==> src/ctd_pkg.sv <==
// Shared types and constants for the chunked transfer decoder.
package ctd_pkg;

    localparam int LEN_BITS_DEF = 32;
    localparam int QUEUE_DEPTH  = 4;
    localparam int QUEUE_AW     = $clog2(QUEUE_DEPTH);

    localparam logic [1:0] ST_RUNNING   = 2'd0;
    localparam logic [1:0] ST_COMPLETE  = 2'd1;
    localparam logic [1:0] ST_BAD       = 2'd2;
    localparam logic [1:0] ST_TRUNCATED = 2'd3;

    localparam logic [7:0] CHAR_CR = 8'h0D;
    localparam logic [7:0] CHAR_LF = 8'h0A;

    typedef struct packed {
        logic [7:0] data;
        logic       hex_ok;
        logic [3:0] hex_val;
        logic       is_cr;
        logic       is_lf;
        logic       eob;
    } t_item;

endpackage

==> src/ctd_front.sv <==
// Front end: accepts body bytes and classifies them into queue items.
module ctd_front (
    input  logic           i_valid,
    input  logic [7:0]     i_in_byte,
    input  logic           i_end_of_body,
    output logic           o_stall,
    input  logic           i_queue_full,
    output logic           o_push,
    output ctd_pkg::t_item o_item
);

    always_comb begin
        o_item         = '0;
        o_item.data    = i_in_byte;
        o_item.is_cr   = (i_in_byte == ctd_pkg::CHAR_CR);
        o_item.is_lf   = (i_in_byte == ctd_pkg::CHAR_LF);
        o_item.eob     = i_end_of_body;
        o_item.hex_ok  = 1'b0;
        o_item.hex_val = 4'd0;
        if (i_in_byte inside {[8'h30:8'h39]}) begin
            o_item.hex_ok  = 1'b1;
            o_item.hex_val = 4'(i_in_byte - 8'h30);
        end else if (i_in_byte inside {[8'h61:8'h66]}) begin
            o_item.hex_ok  = 1'b1;
            o_item.hex_val = 4'(i_in_byte - 8'h57);
        end else if (i_in_byte inside {[8'h41:8'h46]}) begin
            o_item.hex_ok  = 1'b1;
            o_item.hex_val = 4'(i_in_byte - 8'h37);
        end
    end

    assign o_stall = i_queue_full;
    assign o_push  = i_valid & ~i_queue_full;

endmodule

==> src/ctd_queue.sv <==
// Short queue of classified beats between front and back.
module ctd_queue (
    input  logic           i_clk,
    input  logic           i_rst_n,
    input  logic           i_push,
    input  ctd_pkg::t_item i_item,
    output logic           o_full,
    input  logic           i_pop,
    output logic           o_not_empty,
    output ctd_pkg::t_item o_item
);

    localparam int AW = ctd_pkg::QUEUE_AW;

    ctd_pkg::t_item r_slot [ctd_pkg::QUEUE_DEPTH];
    logic [AW-1:0]  r_wr_ptr, n_wr_ptr;
    logic [AW-1:0]  r_rd_ptr, n_rd_ptr;
    logic [AW:0]    r_count, n_count;

    always_comb begin
        n_wr_ptr = r_wr_ptr;
        n_rd_ptr = r_rd_ptr;
        n_count  = r_count;
        if (i_push) begin
            n_wr_ptr = r_wr_ptr + 1'b1;
        end
        if (i_pop) begin
            n_rd_ptr = r_rd_ptr + 1'b1;
        end
        if (i_push && !i_pop) begin
            n_count = r_count + 1'b1;
        end else if (!i_push && i_pop) begin
            n_count = r_count - 1'b1;
        end
    end

    always_ff @(posedge i_clk) begin
        if (!i_rst_n) begin
            r_wr_ptr <= '0;
            r_rd_ptr <= '0;
            r_count  <= '0;
        end else begin
            r_wr_ptr <= n_wr_ptr;
            r_rd_ptr <= n_rd_ptr;
            r_count  <= n_count;
        end
    end

    always_ff @(posedge i_clk) begin
        if (i_push) begin
            r_slot[r_wr_ptr] <= i_item;
        end
    end

    assign o_full      = (r_count == (AW+1)'(ctd_pkg::QUEUE_DEPTH));
    assign o_not_empty = (r_count != '0);
    assign o_item      = r_slot[r_rd_ptr];

endmodule

==> src/ctd_back.sv <==
// Back end: chunk parser state machine and registered result stage.
module ctd_back #(
    parameter int LEN_BITS = ctd_pkg::LEN_BITS_DEF
) (
    input  logic           i_clk,
    input  logic           i_rst_n,
    input  logic           i_not_empty,
    input  ctd_pkg::t_item i_item,
    output logic           o_pop,
    output logic           o_valid,
    input  logic           i_stall,
    output logic           o_payload_valid,
    output logic [7:0]     o_payload_byte,
    output logic           o_chunk_last,
    output logic [1:0]     o_decode_status
);

    localparam logic [2:0] PH_SIZE_FIRST = 3'd0;
    localparam logic [2:0] PH_SIZE_REST  = 3'd1;
    localparam logic [2:0] PH_DATA       = 3'd2;
    localparam logic [2:0] PH_DATA_CR    = 3'd3;
    localparam logic [2:0] PH_DATA_LF    = 3'd4;
    localparam logic [2:0] PH_STOPPED    = 3'd5;

    logic [2:0]          r_phase, n_phase;
    logic [LEN_BITS-1:0] r_len, n_len;
    logic                r_closed, n_closed;
    logic                r_cr_seen, n_cr_seen;
    logic [1:0]          r_final, n_final;

    logic                r_valid;
    logic                r_pv, n_pv;
    logic [7:0]          r_byte, n_byte;
    logic                r_last, n_last;
    logic [1:0]          r_status, n_status;

    assign o_pop = i_not_empty & (~r_valid | ~i_stall);

    always_comb begin
        n_phase   = r_phase;
        n_len     = r_len;
        n_closed  = r_closed;
        n_cr_seen = r_cr_seen;
        n_final   = r_final;
        n_pv      = 1'b0;
        n_byte    = 8'd0;
        n_last    = 1'b0;
        case (r_phase)
            PH_SIZE_FIRST: begin
                if (!i_item.hex_ok) begin
                    n_phase = PH_STOPPED;
                    n_final = ctd_pkg::ST_BAD;
                end else begin
                    n_len     = LEN_BITS'(i_item.hex_val);
                    n_closed  = 1'b0;
                    n_cr_seen = 1'b0;
                    n_phase   = PH_SIZE_REST;
                end
            end
            PH_SIZE_REST: begin
                if (r_cr_seen && i_item.is_lf) begin
                    n_cr_seen = 1'b0;
                    n_closed  = 1'b0;
                    if (r_len == '0) begin
                        n_phase = PH_STOPPED;
                        n_final = ctd_pkg::ST_COMPLETE;
                    end else begin
                        n_phase = PH_DATA;
                    end
                end else if (i_item.is_cr) begin
                    n_cr_seen = 1'b1;
                    n_closed  = 1'b1;
                end else begin
                    n_cr_seen = 1'b0;
                    if (!r_closed && i_item.hex_ok) begin
                        if (r_len[LEN_BITS-1 -: 4] != 4'd0) begin
                            n_phase = PH_STOPPED;
                            n_final = ctd_pkg::ST_BAD;
                        end else begin
                            n_len = {r_len[LEN_BITS-5:0], i_item.hex_val};
                        end
                    end else begin
                        n_closed = 1'b1;
                    end
                end
            end
            PH_DATA: begin
                n_pv   = 1'b1;
                n_byte = i_item.data;
                n_len  = r_len - 1'b1;
                if (r_len == LEN_BITS'(1)) begin
                    n_last  = 1'b1;
                    n_phase = PH_DATA_CR;
                end
            end
            PH_DATA_CR: begin
                if (i_item.is_cr) begin
                    n_phase = PH_DATA_LF;
                end else begin
                    n_phase = PH_STOPPED;
                    n_final = ctd_pkg::ST_BAD;
                end
            end
            PH_DATA_LF: begin
                if (i_item.is_lf) begin
                    n_phase = PH_SIZE_FIRST;
                    n_len   = '0;
                end else begin
                    n_phase = PH_STOPPED;
                    n_final = ctd_pkg::ST_BAD;
                end
            end
            default: begin
            end
        endcase

        n_status = (n_phase == PH_STOPPED) ? n_final : ctd_pkg::ST_RUNNING;
        if (i_item.eob) begin
            if (n_status == ctd_pkg::ST_RUNNING) begin
                n_status = ctd_pkg::ST_TRUNCATED;
            end
            n_phase   = PH_SIZE_FIRST;
            n_len     = '0;
            n_closed  = 1'b0;
            n_cr_seen = 1'b0;
            n_final   = ctd_pkg::ST_RUNNING;
        end
    end

    always_ff @(posedge i_clk) begin
        if (!i_rst_n) begin
            r_phase   <= PH_SIZE_FIRST;
            r_len     <= '0;
            r_closed  <= 1'b0;
            r_cr_seen <= 1'b0;
            r_final   <= ctd_pkg::ST_RUNNING;
            r_valid   <= 1'b0;
        end else begin
            if (o_pop) begin
                r_phase   <= n_phase;
                r_len     <= n_len;
                r_closed  <= n_closed;
                r_cr_seen <= n_cr_seen;
                r_final   <= n_final;
                r_valid   <= 1'b1;
            end else if (!i_stall) begin
                r_valid   <= 1'b0;
            end
        end
    end

    always_ff @(posedge i_clk) begin
        if (o_pop) begin
            r_pv     <= n_pv;
            r_byte   <= n_byte;
            r_last   <= n_last;
            r_status <= n_status;
        end
    end

    assign o_valid         = r_valid;
    assign o_payload_valid = r_pv;
    assign o_payload_byte  = r_byte;
    assign o_chunk_last    = r_last;
    assign o_decode_status = r_status;

`ifndef SYNTHESIS
    a_payload_status: assert property (@(posedge i_clk) disable iff (!i_rst_n)
        (r_valid && r_pv) |->
            (r_status == ctd_pkg::ST_RUNNING || r_status == ctd_pkg::ST_TRUNCATED))
        else $error("payload beat carries a stopped status");

    a_last_needs_payload: assert property (@(posedge i_clk) disable iff (!i_rst_n)
        (r_valid && r_last) |-> r_pv)
        else $error("chunk_last without payload");

    a_data_len_nonzero: assert property (@(posedge i_clk) disable iff (!i_rst_n)
        (r_phase == PH_DATA) |-> (r_len != '0))
        else $error("data phase with zero remaining length");

    a_eob_restart: assert property (@(posedge i_clk) disable iff (!i_rst_n)
        (o_pop && i_item.eob) |=> (r_phase == PH_SIZE_FIRST && r_final == ctd_pkg::ST_RUNNING))
        else $error("state not restarted after end of body");

    a_stall_holds: assert property (@(posedge i_clk) disable iff (!i_rst_n)
        (r_valid && i_stall) |=> (r_valid && $stable(r_status) && $stable(r_byte)))
        else $error("stalled result changed");
`endif

endmodule

==> src/chunked_transfer_decoder_core.sv <==
// Top level of the chunked transfer decoder.
// Input channel: i_valid / o_stall carry one body byte (i_in_byte) per beat, with
// i_end_of_body marking the final byte of a body. A beat is taken when i_valid is
// high and o_stall is low. Output channel: o_valid / i_stall carry exactly one
// result beat per input beat, in order: o_payload_valid, o_payload_byte,
// o_chunk_last and o_decode_status (0 running, 1 complete, 2 malformed or
// overflow, 3 truncated by end of body).
// A result beat passes through the queue and then the registered result stage.
// Throughput is one byte per clock while i_stall is low; the chunk parser
// updates its state once per byte and the result register reloads in the
// cycle it is taken.
// A four-entry queue sits between the byte classifier and the parser, so
// o_stall only rises once the queue has filled behind a stalled receiver.
// While i_stall is high a valid result beat holds and the parser stops popping.
// Synchronous active-low reset empties the queue and the result stage and
// returns the parser to the start of a chunk-size line. The byte marked
// end of body also returns all parser state to that point.
module chunked_transfer_decoder_core #(
    parameter int LEN_BITS = ctd_pkg::LEN_BITS_DEF
) (
    input  logic       i_clk,
    input  logic       i_rst_n,
    input  logic       i_valid,
    output logic       o_stall,
    input  logic [7:0] i_in_byte,
    input  logic       i_end_of_body,
    output logic       o_valid,
    input  logic       i_stall,
    output logic       o_payload_valid,
    output logic [7:0] o_payload_byte,
    output logic       o_chunk_last,
    output logic [1:0] o_decode_status
);

    logic           w_push;
    logic           w_full;
    logic           w_pop;
    logic           w_not_empty;
    ctd_pkg::t_item w_in_item;
    ctd_pkg::t_item w_out_item;

    ctd_front u_front (
        .i_valid       (i_valid),
        .i_in_byte     (i_in_byte),
        .i_end_of_body (i_end_of_body),
        .o_stall       (o_stall),
        .i_queue_full  (w_full),
        .o_push        (w_push),
        .o_item        (w_in_item)
    );

    ctd_queue u_queue (
        .i_clk       (i_clk),
        .i_rst_n     (i_rst_n),
        .i_push      (w_push),
        .i_item      (w_in_item),
        .o_full      (w_full),
        .i_pop       (w_pop),
        .o_not_empty (w_not_empty),
        .o_item      (w_out_item)
    );

    ctd_back #(
        .LEN_BITS (LEN_BITS)
    ) u_back (
        .i_clk           (i_clk),
        .i_rst_n         (i_rst_n),
        .i_not_empty     (w_not_empty),
        .i_item          (w_out_item),
        .o_pop           (w_pop),
        .o_valid         (o_valid),
        .i_stall         (i_stall),
        .o_payload_valid (o_payload_valid),
        .o_payload_byte  (o_payload_byte),
        .o_chunk_last    (o_chunk_last),
        .o_decode_status (o_decode_status)
    );

endmodule
==> config.mk <==
export PLATFORM = sky130hd
export DESIGN_NAME = chunked_transfer_decoder_core
export DESIGN_NICKNAME = d
export VERILOG_FILES = /design/src/ctd_pkg.sv /design/src/ctd_front.sv /design/src/ctd_queue.sv /design/src/ctd_back.sv /design/src/chunked_transfer_decoder_core.sv
export SDC_FILE = /design/constraint.sdc
export NUM_CORES = 1
export LEC_CHECK = 0
export ABC_CLOCK_PERIOD_IN_PS = 3000
export BUFFER_PORTS_ARGS = -buffer_cell sky130_fd_sc_hd__clkbuf_2
export CELL_PAD_IN_SITES_DETAIL_PLACEMENT = 0
export CELL_PAD_IN_SITES_GLOBAL_PLACEMENT = 2
export CORE_UTILIZATION = 40
export DETAILED_ROUTE_END_ITERATION = 6
export PLACE_DENSITY_LB_ADDON = 0.2
export SYNTH_ARGS = -nofsm -noshare
export SYNTH_HDL_FRONTEND = slang
export SYNTH_SLANG_ARGS = --single-unit
export TNS_END_PERCENT = 1
==> constraint.sdc <==
create_clock -name i_clk -period 3 [get_ports i_clk]
set_input_delay 0.15 -clock i_clk [delete_from_list [all_inputs] [get_ports i_clk]]
set_output_delay 0.15 -clock i_clk [all_outputs]
set_load 0.02 [all_outputs]
==> impl_metrics.ini <==
[placed_design]
gp_congestion = 0.786
hpwl_um = 9380
portBuffers = 26
place_worst_setup_slack_ns = 0.323
postPlaceCellArea_um2 = 6730

[timing]
grt_setup_unrepaired = no
setup_violations = 0
fmax_ghz = 0.376
period_share = 0.886
hold_ws_ns = 0.0273
max_slew.worst_pin.slew_ns = 0.874
slew_viol_final = 0
skew_ns = 0.0204
hold_viol_final = 0
fin_setup_tns_ns = 0
min_period_ns = 2.66
fin_ws_ns = 0.342
slew_headroom = 0.417

[clocking]
root_buffer = clkbuf_16
cts_buffer_depth = 2
clk_latency_ns = 0.41
cts_tree = yes
cts_sinks = 125
path_clk_slew_ns = 0.06
htree_num_levels = 4
cts_buffers = 17
post_cts_buffers = 0

[drt]
first_iter_violations = 268
drcViolationCount = 0
viasPerCell = 5.35
drtAntennaViolNets = 0
dr_wl_met2_um = 7130
wl_met3_um = 278
routed_wl_um = 14100
top_layer_used = met4
vias = 4477
wl_per_cell_um = 16.9
drt-met1-wl_um = 6600
dr.pass1.iters = 7

[floorplan]
core_um2 = 15400
fp-row-count = 45
die_h_um = 128
die_w_um = 128
num_io_pins = 27
dieArea_um2 = 16500
start_util = 0.415

[finish]
nNetsFinal = 638
antenna_cells = 0
design_area_um2 = 7350
layout-drive-gt1-share = 0.166
areaGrowthSynthToFinish_pct = 15.2

[logic_synthesis]
syn_area_um2 = 6380
syn_avg_cell_area_um2 = 11.0
ys.flop_type = edfxtp_1
syn_inst = 582
synthArstFlopShare = 0
yosysSeqAreaShare = 0.511
syn_nets = 607
ys_types = 61
synth_edf_count = 76
ys_warn_count = 0
ys_ff_latch = 125

[setup_path]
cp_slowest_cell = mux4_2
cp.depth = 8
required_ns = 3.33
path_buf_inv = 1
path_cells = mux4_2, nor3b_2, a311o_1, o311ai_4, buf_4, nor3b_4, o21ai_1, a21boi_1
cpPeakStageDelay_ns = 0.62
crit_type = reg -> reg
endpoint = u_back.r_len[31]
cp_max_fo = 18
cp-start-kind = flip-flop
r2r_slack_ns = 0.34
r2r-end = u_back.r_len[31]
r2r_cells = 8
crit_family = compound AO/OA/AOI/OAI gates
cp-end-kind = flip-flop
arrival_ns = 2.99

[power]
leakage_nw = 2.64
vdd_drop_max_uv = 483
total_power_mw = 6.73
p_per_area_nw_per_um2 = 915

[global_routing]
grt_max_degree = 49
grt_usage = 0.187
grt_first_pass_wirelength_um = 23500
antenna_found_initial = 0
grt.overflow.total = 0
grt_pass1_vias = 4520

[flow_run]
drv_cap = 0

[min_path]
hp-class = in -> reg

[status]
status = complete, no violations
-- registers in the layout, summed over array words and instances, names as in the netlist, named ones only --
| name | count |
|---|---|
| u_back.o_payload_valid | 1 |
| u_back.r_len | 32 |
| u_back.o_chunk_last | 1 |
| u_queue.r_count | 3 |
| u_queue.r_rd_ptr | 2 |
| u_back.r_cr_seen | 1 |
| u_queue.r_slot | 64 |
| u_back.r_phase | 3 |
| u_back.o_payload_byte | 8 |
| u_queue.r_wr_ptr | 2 |
| u_back.r_final | 2 |
| u_back.r_closed | 1 |
| u_back.o_valid | 1 |
| u_back.o_decode_status | 2 |
-- cells in the mapped netlist (all sizes together) (6+ instances only) --
library cell,n,share of area
nor2,21,0.012
a22oi,32,0.038
mux4,16,0.056
dfxtp,49,0.15
buf,15,0.021
a21oi,11,0.0086
nand3,8,0.0063
nor2b,16,0.016
o21ai,42,0.033
xor2,14,0.019
nand2,53,0.031
inv,15,0.0088
xnor2,16,0.022
clkbuf,25,0.015
and2,43,0.042
mux2i,6,0.0094
nor3,21,0.016
nor4,15,0.016
edfxtp,76,0.36
ha,11,0.022
or3,6,0.0059
a21boi,8,0.0094
-- cells in the final DEF (no fill, tap or decap), drive strengths merged, types with 4 or more instances in the layout --
cell,instances
clkinvlp,4
dlygate4sd3,4
nand3,8
edfxtp,76
o22ai,4
mux4,16
nor3,21
ha,11
a21oi,11
inv,21
buf,22
and4,5
nor3b,5
nor2b,16
nor2,21
xnor2,16
mux2i,6
nand2b,4
o21ai,42
dfxtp,49
clkbuf,44
a21boi,8
and2,43
nand2,53
o31ai,5
xor2,14
nor4,15
or3,6
a22oi,32
nand4,5
-- metal layers --
| metal | vias to the layer above | track usage |
|---|---|---|
| li1 | 2206 | - |
| met1 | 2206 | 0.233 |
| met2 | 53 | 0.319 |
| met3 | 12 | 0.0470 |
| met4 | 0 | 0.0561 |
| met5 | - | 0 |
-- power by group --
group / switching (mW) / internal (mW)
logic: 1.47 / 0.975
clock network: 0.800 / 1.24
registers: 0.147 / 2.10
-- what timing repair did --
| item | CTS | global route |
|---|---|---|
| hold endpoints to repair | 13 | 0 |
| resized for setup | 0 | 0 |
| hold buffers | 4 | 0 |
-- cell families (layout without fill, tap and decap cells) --
| kind of cell | count (synthesis) | count (layout) | synth area share |
|---|---|---|---|
| XOR/XNOR | 30 | 30 | 0.0412 |
| multiplexers | 22 | 22 | 0.0658 |
| buffers and inverters | 56 | 100 | 0.0453 |
| adder cells (fa/ha/maj) | 12 | 12 | 0.0247 |
| flip-flops | 125 | 125 | 0.511 |
| AND/OR/NAND/NOR | 214 | 214 | 0.185 |
| AO/OA/AOI/OAI | 123 | 123 | 0.127 |
-- how the worst min path moves through the flow --
stage,cells past startpoint,to,startpoint,slack (ns)
floorplan,0,u_queue.r_slot[0][0],i_end_of_body,0.25
global placement,1,u_queue.r_slot[2][0],i_end_of_body,0.37
detailed placement,1,u_queue.r_slot[3][0],i_end_of_body,0.38
CTS,1,u_queue.r_slot[1][15],i_in_byte[7],0.003
global route,1,u_queue.r_slot[1][15],i_in_byte[7],0.01
finish,1,u_queue.r_slot[1][15],i_in_byte[7],0.03
-- final cells by class --
| type | instances | area (um2) |
|---|---|---|
| repair buffers | 52 | 335 |
| flip-flops and latches | 125 | 3260 |
| clock inverters | 14 | 156 |
| inverters | 16 | 60.1 |
| well taps | 211 | 264 |
| multi-input cells | 401 | 2850 |
| fillers | 1408 | 8020 |
| clock buffers | 18 | 429 |
-- stage by stage --
stage,utilization,std cells
5_1_grt,0.478,837
2_1_floorplan,-,582
6_report,0.478,837
4_1_cts,0.478,837
3_5_place_dp,0.438,801
3_3_place_gp,0.438,801
-- worst register-to-register path: stages, from the launching register on --
cell and delay (ns):
dfxtp_1 0.49, mux4_2 0.62, nor3b_2 0.27, a311o_1 0.26, o311ai_4 0.12, buf_4 0.25, nor3b_4 0.31, o21ai_1 0.12
a21boi_1 0.15
Note: power is estimated with default switching activity, not from simulation.
